--- src/hw/rtl/dpws_pkg.sv ---
package dpws_pkg;

	localparam int ADDR_W  = 22;
	localparam int DATA_W  = 8;
	localparam int LEN_W   = 16;
	localparam int PAGE_W  = 13;
	localparam int OFS_W   = 10;
	localparam int PACK_W  = 24;
	localparam int STEP_W  = 4;

	localparam int PAGE_COUNT_DEF = 4096;

	// Both page sizes are 33 times a power of two; x / 33 = (x * RECIP_33) >> DIV_SHIFT,
	// exact for any x below 2^19.
	localparam int              DIV_X_W    = 19;
	localparam int              PROD_W     = 2 * DIV_X_W;
	localparam int              DIV_SHIFT  = 24;
	localparam logic [18:0]     RECIP_33   = 19'd508401;
	localparam int              QUOT_W     = PROD_W - DIV_SHIFT;
	localparam int              QUOT_LIMIT = (1 << DIV_X_W) / 33 + 1;

	localparam logic [10:0] PAGE_SIZE_SMALL = 11'd264;
	localparam logic [10:0] PAGE_SIZE_LARGE = 11'd528;

	localparam logic [7:0] CMD_MEM_TO_BUF = 8'h53;
	localparam logic [7:0] CMD_BUF_WRITE  = 8'h84;
	localparam logic [7:0] CMD_PROGRAM    = 8'h83;
	localparam logic [7:0] CMD_READ       = 8'hE8;

	localparam int JOB_DEPTH = 2;

	typedef enum logic [1:0] {
		ACT_SEND    = 2'd0,
		ACT_DESEL   = 2'd1,
		ACT_POLL    = 2'd2,
		ACT_RECEIVE = 2'd3
	} action_t;

	typedef struct packed {
		logic              is_read;
		logic              open;      // write: open a chunk before the data byte
		logic              close;     // write: close after data; read: close before read
		logic              read_go;
		logic [PACK_W-1:0] close_addr;
		logic [PACK_W-1:0] op_addr;
		logic [DATA_W-1:0] data;
		logic [LEN_W-1:0]  rlen;
	} job_t;

	function automatic logic [PACK_W-1:0] pack_addr(input logic [PAGE_W-1:0] page,
			input logic [OFS_W-1:0] ofs, input logic mode);
		logic [PACK_W-1:0] pg_ext;
		pg_ext = PACK_W'(page);
		if (mode) begin
			pack_addr = (pg_ext << 10) + PACK_W'(ofs);
		end else begin
			pack_addr = (pg_ext << 9) + PACK_W'(ofs);
		end
	endfunction

endpackage

--- src/hw/rtl/dpws_front.sv ---
module dpws_front #(
	parameter int PAGE_COUNT = dpws_pkg::PAGE_COUNT_DEF
) (
	input  logic                        clk,
	input  logic                        arst_n,
	input  logic                        page_mode,
	input  logic                        push,
	output logic                        full,
	input  logic                        operation,
	input  logic [dpws_pkg::ADDR_W-1:0] start_address,
	input  logic [dpws_pkg::DATA_W-1:0] data_byte,
	input  logic [dpws_pkg::LEN_W-1:0]  read_length,
	input  logic                        transfer_end,
	output logic                        job_push,
	input  logic                        job_full,
	output dpws_pkg::job_t              job
);

	localparam int MOD_STEPS = $clog2((dpws_pkg::QUOT_LIMIT + PAGE_COUNT - 1) / PAGE_COUNT);

	typedef enum logic [3:0] {
		FS_IDLE  = 4'b0001,
		FS_MUL   = 4'b0010,
		FS_SPLIT = 4'b0100,
		FS_ISSUE = 4'b1000
	} fstate_t;

	fstate_t state_q;

	logic                          op_q;
	logic [dpws_pkg::ADDR_W-1:0]   addr_q;
	logic [dpws_pkg::DATA_W-1:0]   data_q;
	logic [dpws_pkg::LEN_W-1:0]    rlen_q;
	logic                          last_q;
	logic [dpws_pkg::PROD_W-1:0]   prod_q;
	logic [dpws_pkg::PAGE_W-1:0]   pg_q;
	logic [dpws_pkg::OFS_W-1:0]    of_q;

	logic                          in_transfer_q;
	logic                          chunk_open_q;
	logic [dpws_pkg::PAGE_W-1:0]   cur_page_q;
	logic [dpws_pkg::OFS_W-1:0]    cur_ofs_q;
	logic [dpws_pkg::PACK_W-1:0]   chunk_addr_q;

	logic [dpws_pkg::DIV_X_W-1:0]  div_x;
	logic [dpws_pkg::QUOT_W-1:0]   quot;
	logic [dpws_pkg::DIV_X_W-1:0]  rem_w;
	logic [14:0]                   pm_v;
	logic [dpws_pkg::OFS_W-1:0]    split_ofs;

	logic                          accept;
	logic [dpws_pkg::PAGE_W-1:0]   wr_page;
	logic [dpws_pkg::OFS_W-1:0]    wr_ofs;
	logic [dpws_pkg::PACK_W-1:0]   wr_caddr;
	logic [10:0]                   page_size;
	logic                          boundary;
	logic                          needs_push;
	logic                          issue_go;

	assign full   = (state_q != FS_IDLE);
	assign accept = push && !full;

	// Page/offset split: address >> 3 (or >> 4) divided by 33.
	always_comb begin
		if (page_mode) begin
			div_x = dpws_pkg::DIV_X_W'(addr_q[dpws_pkg::ADDR_W-1:4]);
		end else begin
			div_x = addr_q[dpws_pkg::ADDR_W-1:3];
		end
		quot  = prod_q[dpws_pkg::PROD_W-1:dpws_pkg::DIV_SHIFT];
		rem_w = div_x - (dpws_pkg::DIV_X_W'(quot) << 5) - dpws_pkg::DIV_X_W'(quot);
		if (page_mode) begin
			split_ofs = {rem_w[5:0], addr_q[3:0]};
		end else begin
			split_ofs = {1'b0, rem_w[5:0], addr_q[2:0]};
		end
		pm_v = 15'(quot);
		for (int k = MOD_STEPS - 1; k >= 0; k--) begin
			if (pm_v >= (15'(PAGE_COUNT) << k)) begin
				pm_v = pm_v - (15'(PAGE_COUNT) << k);
			end
		end
	end

	always_comb begin
		page_size = page_mode ? dpws_pkg::PAGE_SIZE_LARGE : dpws_pkg::PAGE_SIZE_SMALL;
		wr_page   = in_transfer_q ? cur_page_q : pg_q;
		wr_ofs    = in_transfer_q ? cur_ofs_q : of_q;
		wr_caddr  = chunk_open_q ? chunk_addr_q : dpws_pkg::pack_addr(wr_page, wr_ofs, page_mode);
		boundary  = (11'(wr_ofs) + 11'd1) >= page_size;

		job = '0;
		job.is_read = op_q;
		job.data    = data_q;
		job.rlen    = rlen_q;
		if (op_q) begin
			job.close      = chunk_open_q;
			job.close_addr = chunk_addr_q;
			job.read_go    = (rlen_q != '0);
			job.op_addr    = dpws_pkg::pack_addr(pg_q, of_q, page_mode);
			needs_push     = chunk_open_q || (rlen_q != '0);
		end else begin
			job.open       = !chunk_open_q;
			job.close      = boundary || last_q;
			job.close_addr = wr_caddr;
			job.op_addr    = wr_caddr;
			needs_push     = 1'b1;
		end
	end

	assign issue_go = (state_q == FS_ISSUE) && (!needs_push || !job_full);
	assign job_push = issue_go && needs_push;

	always_ff @(posedge clk or negedge arst_n) begin
		if (!arst_n) begin
			state_q       <= FS_IDLE;
			in_transfer_q <= 1'b0;
			chunk_open_q  <= 1'b0;
			cur_page_q    <= '0;
			cur_ofs_q     <= '0;
			chunk_addr_q  <= '0;
		end else begin
			unique case (state_q)
				FS_IDLE: begin
					if (accept) begin
						state_q <= FS_MUL;
					end
				end
				FS_MUL:   state_q <= FS_SPLIT;
				FS_SPLIT: state_q <= FS_ISSUE;
				FS_ISSUE: begin
					if (issue_go) begin
						state_q <= FS_IDLE;
						if (op_q) begin
							chunk_open_q  <= 1'b0;
							in_transfer_q <= 1'b0;
						end else begin
							chunk_addr_q  <= wr_caddr;
							chunk_open_q  <= !(boundary || last_q);
							in_transfer_q <= !last_q;
							if (boundary) begin
								cur_ofs_q <= '0;
								if (wr_page == dpws_pkg::PAGE_W'(PAGE_COUNT - 1)) begin
									cur_page_q <= '0;
								end else begin
									cur_page_q <= wr_page + 1'b1;
								end
							end else begin
								cur_ofs_q  <= wr_ofs + 1'b1;
								cur_page_q <= wr_page;
							end
						end
					end
				end
				default: state_q <= FS_IDLE;
			endcase
		end
	end

	always_ff @(posedge clk) begin
		if (accept) begin
			op_q   <= operation;
			addr_q <= start_address;
			data_q <= data_byte;
			rlen_q <= read_length;
			last_q <= transfer_end;
		end
		if (state_q == FS_MUL) begin
			prod_q <= {{dpws_pkg::DIV_X_W{1'b0}}, div_x} *
				{{dpws_pkg::DIV_X_W{1'b0}}, dpws_pkg::RECIP_33};
		end
		if (state_q == FS_SPLIT) begin
			pg_q <= pm_v[dpws_pkg::PAGE_W-1:0];
			of_q <= split_ofs;
		end
	end

endmodule

--- src/hw/rtl/dpws_queue.sv ---
module dpws_queue (
	input  logic           clk,
	input  logic           arst_n,
	input  logic           wr_en,
	input  dpws_pkg::job_t wr_job,
	output logic           q_full,
	input  logic           rd_en,
	output dpws_pkg::job_t rd_job,
	output logic           q_valid
);

	localparam int PTR_W = (dpws_pkg::JOB_DEPTH > 1) ? $clog2(dpws_pkg::JOB_DEPTH) : 1;
	localparam int CNT_W = $clog2(dpws_pkg::JOB_DEPTH + 1);

	dpws_pkg::job_t   slot_q [dpws_pkg::JOB_DEPTH];
	logic [PTR_W-1:0] wr_ptr_q;
	logic [PTR_W-1:0] rd_ptr_q;
	logic [CNT_W-1:0] count_q;

	logic do_wr;
	logic do_rd;

	assign q_full  = (count_q == CNT_W'(dpws_pkg::JOB_DEPTH));
	assign q_valid = (count_q != '0);
	assign rd_job  = slot_q[rd_ptr_q];
	assign do_wr   = wr_en && !q_full;
	assign do_rd   = rd_en && q_valid;

	function automatic logic [PTR_W-1:0] ptr_inc(input logic [PTR_W-1:0] p);
		if (p == PTR_W'(dpws_pkg::JOB_DEPTH - 1)) begin
			ptr_inc = '0;
		end else begin
			ptr_inc = p + 1'b1;
		end
	endfunction

	always_ff @(posedge clk or negedge arst_n) begin
		if (!arst_n) begin
			wr_ptr_q <= '0;
			rd_ptr_q <= '0;
			count_q  <= '0;
		end else begin
			if (do_wr) begin
				wr_ptr_q <= ptr_inc(wr_ptr_q);
			end
			if (do_rd) begin
				rd_ptr_q <= ptr_inc(rd_ptr_q);
			end
			if (do_wr && !do_rd) begin
				count_q <= count_q + 1'b1;
			end else if (do_rd && !do_wr) begin
				count_q <= count_q - 1'b1;
			end
		end
	end

	always_ff @(posedge clk) begin
		if (do_wr) begin
			slot_q[wr_ptr_q] <= wr_job;
		end
	end

endmodule

--- src/hw/rtl/dpws_back.sv ---
module dpws_back (
	input  logic                        clk,
	input  logic                        arst_n,
	input  logic                        job_valid,
	input  dpws_pkg::job_t              job,
	output logic                        job_pop,
	output logic                        empty,
	input  logic                        pop,
	output logic [1:0]                  action,
	output logic [dpws_pkg::DATA_W-1:0] byte_value,
	output logic [dpws_pkg::LEN_W-1:0]  receive_count,
	output logic                        run_last
);

	typedef enum logic [4:0] {
		PH_IDLE  = 5'b00001,
		PH_OPEN  = 5'b00010,
		PH_DATA  = 5'b00100,
		PH_CLOSE = 5'b01000,
		PH_READ  = 5'b10000
	} phase_t;

	phase_t                        phase_q;
	phase_t                        start_phase;
	phase_t                        next_phase;
	logic [dpws_pkg::STEP_W-1:0]   step_q;
	dpws_pkg::job_t                job_q;

	logic                          out_valid_q;
	logic [1:0]                    action_q;
	logic [dpws_pkg::DATA_W-1:0]   byte_q;
	logic [dpws_pkg::LEN_W-1:0]    count_q;
	logic                          last_q;

	logic                          advance;
	dpws_pkg::action_t             act;
	logic [dpws_pkg::DATA_W-1:0]   bval;
	logic [dpws_pkg::LEN_W-1:0]    cnt;
	logic                          seg_end;
	logic [dpws_pkg::PACK_W-1:0]   addr;

	assign empty         = !out_valid_q;
	assign action        = action_q;
	assign byte_value    = byte_q;
	assign receive_count = count_q;
	assign run_last      = last_q;

	assign job_pop = (phase_q == PH_IDLE) && job_valid;
	assign advance = (phase_q != PH_IDLE) && (!out_valid_q || pop);

	always_comb begin
		if (job.is_read) begin
			start_phase = job.close ? PH_CLOSE : PH_READ;
		end else begin
			start_phase = job.open ? PH_OPEN : PH_DATA;
		end
	end

	// One action per step; addresses go out most significant byte first.
	always_comb begin
		act     = dpws_pkg::ACT_SEND;
		bval    = '0;
		cnt     = '0;
		seg_end = 1'b0;
		addr    = (phase_q == PH_CLOSE) ? job_q.close_addr : job_q.op_addr;
		unique case (phase_q)
			PH_OPEN: begin
				case (step_q)
					4'd0, 4'd6: act = dpws_pkg::ACT_POLL;
					4'd1:       bval = dpws_pkg::CMD_MEM_TO_BUF;
					4'd2, 4'd8: bval = addr[23:16];
					4'd3, 4'd9: bval = addr[15:8];
					4'd4:       bval = addr[7:0];
					4'd5:       act = dpws_pkg::ACT_DESEL;
					4'd7:       bval = dpws_pkg::CMD_BUF_WRITE;
					4'd10: begin
						bval    = addr[7:0];
						seg_end = 1'b1;
					end
					default: seg_end = 1'b1;
				endcase
			end
			PH_DATA: begin
				bval    = job_q.data;
				seg_end = 1'b1;
			end
			PH_CLOSE: begin
				case (step_q)
					4'd0: act = dpws_pkg::ACT_DESEL;
					4'd1: act = dpws_pkg::ACT_POLL;
					4'd2: bval = dpws_pkg::CMD_PROGRAM;
					4'd3: bval = addr[23:16];
					4'd4: bval = addr[15:8];
					4'd5: bval = addr[7:0];
					default: begin
						act     = dpws_pkg::ACT_DESEL;
						seg_end = 1'b1;
					end
				endcase
			end
			PH_READ: begin
				case (step_q)
					4'd0: act = dpws_pkg::ACT_POLL;
					4'd1: bval = dpws_pkg::CMD_READ;
					4'd2: bval = addr[23:16];
					4'd3: bval = addr[15:8];
					4'd4: bval = addr[7:0];
					4'd5, 4'd6, 4'd7, 4'd8: bval = '0;
					4'd9: begin
						act = dpws_pkg::ACT_RECEIVE;
						cnt = job_q.rlen;
					end
					default: begin
						act     = dpws_pkg::ACT_DESEL;
						seg_end = 1'b1;
					end
				endcase
			end
			default: seg_end = 1'b0;
		endcase
	end

	always_comb begin
		unique case (phase_q)
			PH_OPEN:  next_phase = PH_DATA;
			PH_DATA:  next_phase = job_q.close ? PH_CLOSE : PH_IDLE;
			PH_CLOSE: next_phase = (job_q.is_read && job_q.read_go) ? PH_READ : PH_IDLE;
			default:  next_phase = PH_IDLE;
		endcase
	end

	always_ff @(posedge clk or negedge arst_n) begin
		if (!arst_n) begin
			phase_q     <= PH_IDLE;
			step_q      <= '0;
			out_valid_q <= 1'b0;
		end else begin
			if (job_pop) begin
				phase_q <= start_phase;
				step_q  <= '0;
			end else if (advance) begin
				if (seg_end) begin
					phase_q <= next_phase;
					step_q  <= '0;
				end else begin
					step_q <= step_q + 1'b1;
				end
			end
			if (advance) begin
				out_valid_q <= 1'b1;
			end else if (pop) begin
				out_valid_q <= 1'b0;
			end
		end
	end

	always_ff @(posedge clk) begin
		if (job_pop) begin
			job_q <= job;
		end
		if (advance) begin
			action_q <= act;
			byte_q   <= bval;
			count_q  <= cnt;
			last_q   <= seg_end && (next_phase == PH_IDLE);
		end
	end

endmodule

--- src/hw/rtl/dataflash_page_write_sequencer.sv ---
// Channel  | Ports                                                  | Beat taken when
// ---------+--------------------------------------------------------+--------------------------
// items    | operation start_address data_byte read_length           | push & !full
//          | transfer_end                                            |
// actions  | action byte_value receive_count run_last                | pop & !empty
// config   | psel penable pwrite paddr pwdata prdata pready          | psel & penable & pwrite
//
// The front takes each item through capture, reciprocal multiply, page split and issue;
// full stays high meanwhile, so no new item is taken until the last one is issued. The
// back loads a job, then emits one action per cycle while pop keeps the output drained
// (a zero-length read with no open chunk never reaches the back).
// Reset clears all transfer state and selects 264-byte pages.
// pop low holds the output register; the back stalls, the 2-entry job queue fills and
// the front waits in its issue cycle with full high.
module dataflash_page_write_sequencer #(
	parameter int PAGE_COUNT = dpws_pkg::PAGE_COUNT_DEF
) (
	input  logic                        clk,
	input  logic                        arst_n,
	input  logic                        psel,
	input  logic                        penable,
	input  logic                        pwrite,
	input  logic [2:0]                  paddr,
	input  logic [31:0]                 pwdata,
	output logic [31:0]                 prdata,
	output logic                        pready,
	input  logic                        push,
	output logic                        full,
	input  logic                        operation,
	input  logic [dpws_pkg::ADDR_W-1:0] start_address,
	input  logic [dpws_pkg::DATA_W-1:0] data_byte,
	input  logic [dpws_pkg::LEN_W-1:0]  read_length,
	input  logic                        transfer_end,
	output logic                        empty,
	input  logic                        pop,
	output logic [1:0]                  action,
	output logic [dpws_pkg::DATA_W-1:0] byte_value,
	output logic [dpws_pkg::LEN_W-1:0]  receive_count,
	output logic                        run_last
);

	localparam logic REG_PAGE_MODE = 1'b0;

	logic           page_mode_q;
	logic           job_push;
	logic           job_full;
	logic           job_valid;
	logic           job_pop;
	dpws_pkg::job_t front_job;
	dpws_pkg::job_t back_job;

	assign pready = 1'b1;
	assign prdata = (paddr[2] == REG_PAGE_MODE) ? {31'd0, page_mode_q} : 32'd0;

	always_ff @(posedge clk or negedge arst_n) begin
		if (!arst_n) begin
			page_mode_q <= 1'b0;
		end else if (psel && penable && pwrite && pready && (paddr[2] == REG_PAGE_MODE)) begin
			page_mode_q <= pwdata[0];
		end
	end

	dpws_front #(
		.PAGE_COUNT(PAGE_COUNT)
	) u_front (
		.clk           (clk),
		.arst_n        (arst_n),
		.page_mode     (page_mode_q),
		.push          (push),
		.full          (full),
		.operation     (operation),
		.start_address (start_address),
		.data_byte     (data_byte),
		.read_length   (read_length),
		.transfer_end  (transfer_end),
		.job_push      (job_push),
		.job_full      (job_full),
		.job           (front_job)
	);

	dpws_queue u_queue (
		.clk     (clk),
		.arst_n  (arst_n),
		.wr_en   (job_push),
		.wr_job  (front_job),
		.q_full  (job_full),
		.rd_en   (job_pop),
		.rd_job  (back_job),
		.q_valid (job_valid)
	);

	dpws_back u_back (
		.clk           (clk),
		.arst_n        (arst_n),
		.job_valid     (job_valid),
		.job           (back_job),
		.job_pop       (job_pop),
		.empty         (empty),
		.pop           (pop),
		.action        (action),
		.byte_value    (byte_value),
		.receive_count (receive_count),
		.run_last      (run_last)
	);

endmodule
--- config.mk ---
export PLATFORM = sky130hd
export DESIGN_NAME = dataflash_page_write_sequencer
export DESIGN_NICKNAME = d
export VERILOG_FILES = /design/src/hw/rtl/dpws_pkg.sv /design/src/hw/rtl/dpws_front.sv /design/src/hw/rtl/dpws_queue.sv /design/src/hw/rtl/dpws_back.sv /design/src/hw/rtl/dataflash_page_write_sequencer.sv
export SDC_FILE = /design/constraint.sdc
export NUM_CORES = 1
export LEC_CHECK = 0
export BUFFER_PORTS_ARGS = -buffer_cell sky130_fd_sc_hd__buf_2
export CAP_MARGIN = 20
export CORE_ASPECT_RATIO = 1.25
export CORE_MARGIN = 2
export CORE_UTILIZATION = 28
export CTS_CLUSTER_SIZE = 8
export DETAILED_ROUTE_END_ITERATION = 16
export GPL_TIMING_DRIVEN = 0
export PLACE_DENSITY_LB_ADDON = 0.2
export REMOVE_ABC_BUFFERS = 1
export SYNTH_ARGS = -nofsm -noshare
export SYNTH_HDL_FRONTEND = slang
export SYNTH_HIERARCHICAL = 1
export SYNTH_SLANG_ARGS = --single-unit
--- constraint.sdc ---
create_clock -name clk -period 9.54 [get_ports clk]
set_input_delay 0.954 -clock clk [delete_from_list [all_inputs] [get_ports clk]]
set_output_delay 0.954 -clock clk [all_outputs]
set_load 0.02 [all_outputs]
Yosys cells after proc, flatten, opt, wreduce, memory -nomap -nowiden
Memory sizes are Yosys's and may differ from the RTL's. Index checks and enable logic that the tools add are counted.

Bits in registers: 279. Latch bits: 0. Memory bits (writable): 152. Memory bits (read-only): 0. Output and inout port bits: 62. Logic and storage cells: 186. Memories: 1.

$add $sub $neg: 16. Multipliers: 1. Divide/modulo/power cells: 0. $lt $le $gt $ge: 3. Eq/ne operators: 26. Shifts and indexed selects: 0. Muxes and demuxes: 56. Bitwise operators: 2. Reductions and logical operators: 48.

Memory list: u_queue.slot_q (words 2, width 76, rd ports 1, clocked after Yosys merged registers in 0, wr ports 1, line dpws_queue.sv:15) `dpws_pkg::job_t slot_q [dpws_pkg::JOB_DEPTH];`.

Operators by type and width (number): $mux 24 (4); $pmux 8 s4 (3); $mux 13 (4); $add 23x10->24 (2); $mux 48 (1); $add 22x10->23 (2); $pmux 8 s5 (1); $mul 19x19->38 const B (1); $mux 10 (3); $mux 5 (6); $mux 4 (6); $eq 4x3->1 const B (5); $mux 19 (1); $eq 4x4->1 const B (4); $pmux 4 s4 (1); $reduce_bool 16->1 (1); $ge 15x13->1 const B (1); $mux 1 (15); $mux 15 (1); $pmux 5 s3 (1); $sub 14x14->15 const B (1); $ge 14x14->1 const B (1); $logic_and 1x1->1 (14); $add 13x1->13 const B (1); 39 further kinds (72).

Logic depth before layout (Yosys ltp)
Word-level depth: 12. Depth in mapped cells: 26. Mapped depth without buffers: 22.

Cells and area by module
Netlist, hierarchy kept.

Modules (own cells, without submodules): dpws_front (instances 1, cells each 1352, area an instance 13311.5 sq um, seq. area each 3819.9 sq um); dpws_queue (instances 1, cells each 256, area an instance 5818.1 sq um, seq. area each 4664.5 sq um); dpws_back (instances 1, cells each 417, area an instance 5195.0 sq um, seq. area each 3314.4 sq um); dataflash_page_write_sequencer (instances 1, cells each 38, area an instance 301.5 sq um, seq. area each 25.0 sq um).

Worst setup path after synthesis
OpenSTA, ideal clock, no wires.

Path type: reg2reg. Start: register page_mode_q. End: register u_front/prod_q[32] (netlist name) (data pin). Library setup time: 0.259 ns. Arrival time: 7.051 ns. Required time: 9.281 ns. Setup slack: 2.230 ns. Cell stages (with the launch flop): 25. Buffers on the path: 4. Period minus slack after synthesis: 7.310 ns. Cells stage by stage: dfrtp_1 > buf_6 > clkbuf_1 > clkbuf_1 > buf_1 > mux2i_1 > inv_1 > fa_1 > fa_1 > inv_1 > fa_1 > inv_1 > fa_1 > inv_1 > fa_1 > fa_1 > inv_1 > ha_1 > a21oi_1 > o21ai_0 > a311oi_1 > o221ai_2 > a221o_1 > a21oi_2 > xnor2_1.

Cells in the longest elaborated chain, start to end: 2.

Ends and longest elaborated chain: start, declared (line dataflash_page_write_sequencer.sv:44) `logic page_mode_q;`; start signal, assigned (line dataflash_page_write_sequencer.sv:59) `page_mode_q <= pwdata[0];`; $mux 19 (line dpws_front.sv:65) `if (page_mode) begin`; $mul 19x19->38 (line dpws_front.sv:169) `prod_q <= {{dpws_pkg::DIV_X_W{1'b0}}, div_x} *`; end signal, assigned (line dpws_front.sv:169); end, declared (line dpws_front.sv:35) `logic [dpws_pkg::PROD_W-1:0] prod_q;`.

Every way passes these cells. A chain may end at the register's enable or synchronous reset.

Worst setup path in the final report
Ends and elaborated chain as after synthesis.

==> impl_metrics.env <==
export IMPL_grt_pass1_vias=16800
export IMPL_vias=15600
export IMPL_rsz0062_at_grt="no"
export IMPL_syn_to_final_growth_pct=14.5
export IMPL_fin_crit_ps=8000
export IMPL_root_buffer="clkbuf_16"
export IMPL_die_height_um=336
export IMPL_worstSetupEndpointType="register"
export IMPL_synthArstFlopShare_pct=16.8
export IMPL_fin_setup_tns_ps=0
export IMPL_cts_setup_buffers=0
export IMPL_initial_utilization_pct=28.3
export IMPL_outcome="finished, final reports clean"
export IMPL_hold_viol=0
export IMPL_yosys_area_top_type="edfxtp_1"
export IMPL_synth_top_area_share_pct=41.1
export IMPL_min_period_over_period_pct=83.8
export IMPL_antenna_left=0
export IMPL_drt_iter0_markers=787
export IMPL_cts_max_level=2
export IMPL_drt_first_pass_iters=5
export IMPL_synth_seq_cells=405
export IMPL_track_usage_pct=13.9
export IMPL_worstSkewPairLatency_ps=610
export IMPL_crit_start="page_mode_q"
export IMPL_crit_chain="buf_12 -> clkinv_1 -> nand2_1 -> inv_1 -> fa_1 -> fa_1 -> ha_1 -> inv_1 -> fa_1 -> fa_1 -> fa_1 -> inv_1 -> ha_1 -> a21o_1 -> a21o_1 -> a211oi_1 -> o221ai_2 -> a221o_1 -> a21oi_2 -> xnor2_1"
export IMPL_antenna_found_initial=0
export IMPL_syn_inst=2063
export IMPL_max_freq_mhz=125
export IMPL_clk_path_buf_depth=3
export IMPL_cts_made_buffers=57
export IMPL_setup_viol=0
export IMPL_ioPinCount=152
export IMPL_tritoncts="built"
export IMPL_required_ps=9890
export IMPL_drc=0
export IMPL_synthFlopType="edfxtp_1"
export IMPL_via_per_inst=4.64
export IMPL_maxSlewViolCount=0
export IMPL_ys_types=102
export IMPL_n_fill_cell=8749
export IMPL_yosys_warnings=6
export IMPL_place_gp_congestion=0.876
export IMPL_cts_sinks=405
export IMPL_fin_nets=2517
export IMPL_antenna_cells=0
export IMPL_dpl_hpwl_um=47700
export IMPL_grt_pass1_wl_um=98800
export IMPL_worstSetupPathType="reg2reg"
export IMPL_worst_slew_pin_slew_ps=1180
export IMPL_path_common_cell="fa_1"
export IMPL_hold_path_class="in2async"
export IMPL_synth_avg_cell_area_um2=11.9
export IMPL_die_area_um2=90400
export IMPL_wl_um=62900
export IMPL_layout_drive_gt1_share_pct=14.4
export IMPL_grt_max_degree=59
export IMPL_postCtsHoldBufs=0
export IMPL_slowest_delay_ps=820
export IMPL_die_w_um=269
export IMPL_io_buffers=86
export IMPL_rows=121
export IMPL_clk_pin_slew_ps=50
export IMPL_synth_area_leaders="edfxtp_1 41%, fa_1 9.8%, ha_1 8.1%"
export IMPL_overflow=0
export IMPL_synth_area_um2=24600
export IMPL_fp_coreArea_um2=87100
export IMPL_r2r_start="page_mode_q"
export IMPL_synth_seq_area_share_pct=48.0
export IMPL_maxCapViolations=0
export IMPL_startpoint_type="register"
export IMPL_crit_fanout=48
export IMPL_crit_path_top_delay_cell="clkinv_1"
export IMPL_arrival_ps=8350
export IMPL_cts_repair_resized=0
export IMPL_synth_edf_count=337
export IMPL_wl_per_cell_um=18.7
export IMPL_slew_limit_headroom_pct=21.2
export IMPL_finClkSkew_ps=24.2
==> Yosys cell counts (14+ instances only) <==
cell type,count
xnor2_1,24
edfxtp_1,337
inv_1,272
and2_1,32
a21o_1,15
nand2_1,122
mux2_4,31
buf_4,36
a21oi_1,120
mux2i_1,46
ha_1,159
nor2_1,77
dfrtp_1,66
mux2_2,58
fa_1,121
clkbuf_1,54
xor2_1,15
and3_1,14
o21ai_0,96
nand3_1,60
nand4_1,15
nor3_1,19
==> cell families after synthesis <==
group	share of synthesized area [%]
xor gates and xnor gates	1.39
AOI/OAI and AO/OA	10.6
adders and majority gates	17.9
muxes	6.72
and+or+nand+nor	8.45
other	0.0457
DFF	48.0
buffers and inverters	6.91
==> placed cells by master, fill, tap and decap left out, drive strengths merged, types with 22 or more instances in the layout <==
master  Yosys  final
nand3      60     60
and2       32     32
fa        121    121
buf        62    110
a21oi     121    121
edfxtp    337    337
o21ai     110    110
nand2     122    122
nor2       78     78
inv       272    274
xnor2      24     24
mux2       90     90
dfrtp      66     66
clkbuf     54    104
conb        3     33
mux2i      50     50
nor3       22     22
ha        159    159
==> worst max-delay path: cells and delay by family (launching register included) <==
kind / cells / cell delay (ps)
adder cells (fa/ha/maj): 7 / 3200
AO/OA/AOI/OAI: 6 / 1780
flip-flops: 1 / 690
XOR/XNOR: 1 / 70
AND/OR/NAND/NOR: 1 / 400
buffers and inverters: 5 / 1490
==> metal layers <==
layer / vias up / track usage, % / part of all wire, %
li1: 7427 / - / -
met1: 7768 / 15.4 / 39
met2: 314 / 26.9 / 55
met3: 110 / 1.87 / 3.1
met4: 0 / 5.01 / 3.3
met5: - / 0 / 0
==> path summary, 6_finish.rpt <==
| check | end | slack (ps) | depth (start not counted) |
|---|---|---|---|
| worst max-delay path | u_front/prod_q[32] | 1540 | 20 |
| worst min register to register | u_front/pg_q[6] | 410 | 0 |
| worst min-delay path | u_back/phase_q[1] | 190 | 1 |
| min in group clk | u_front/pg_q[6] | 410 | 0 |
| worst max register to register | u_front/prod_q[32] | 1540 | 20 |
| max in group asynchronous | u_front/state_q[0] | 8680 | 2 |
==> sequential cells by signal, summed over array words and instances, names as in the netlist, 2 cells and up <==
signal                count
u_front/of_q             10
u_front/pg_q             13
u_front/cur_ofs_q        10
u_back/phase_q            5
u_front/chunk_addr_q     24
u_back/step_q             4
u_front/data_q            8
u_back/action             2
u_front/cur_page_q       13
u_front/state_q           4
u_back/receive_count     16
u_back/byte_value         8
u_queue/count_q           2
u_back/job_q             75
u_front/prod_q           12
u_front/addr_q           22
u_queue/slot_q          152
u_front/rlen_q           16
==> through the flow <==
| stage | setup WS, ps | cell area [um2] | util, % | cells | hold WS [ps] |
|---|---|---|---|---|---|
| floorplan | 1880 | 24100 | - | 1977 | 400 |
| global placement | -646 | 26000 | 29.8 | 3231 | 401 |
| detailed placement | 1490 | 26500 | 30.4 | 3255 | 406 |
| CTS | 1480 | 28200 | 32.4 | 3362 | 163 |
| global route | 1130 | 28200 | 32.4 | 3363 | 179 |
| finish | 1540 | 28200 | 32.4 | 3363 | 188 |
==> cell type report <==
class / count / area, um2 / share of cell area, %
timing repair buffer: 111 / 916 / 3.25
multi-input combinational: 1299 / 11300 / 40.0
sequential: 405 / 11800 / 42.0
inverter: 273 / 1030 / 3.64
tap: 1168 / 1460 / 5.18
clock buffer: 103 / 1620 / 5.75
clock inverter: 4 / 63.8 / 0.226
Power is not shown: default switching activity piles up to over one toggle a cycle in this logic, so the estimate is an artifact.
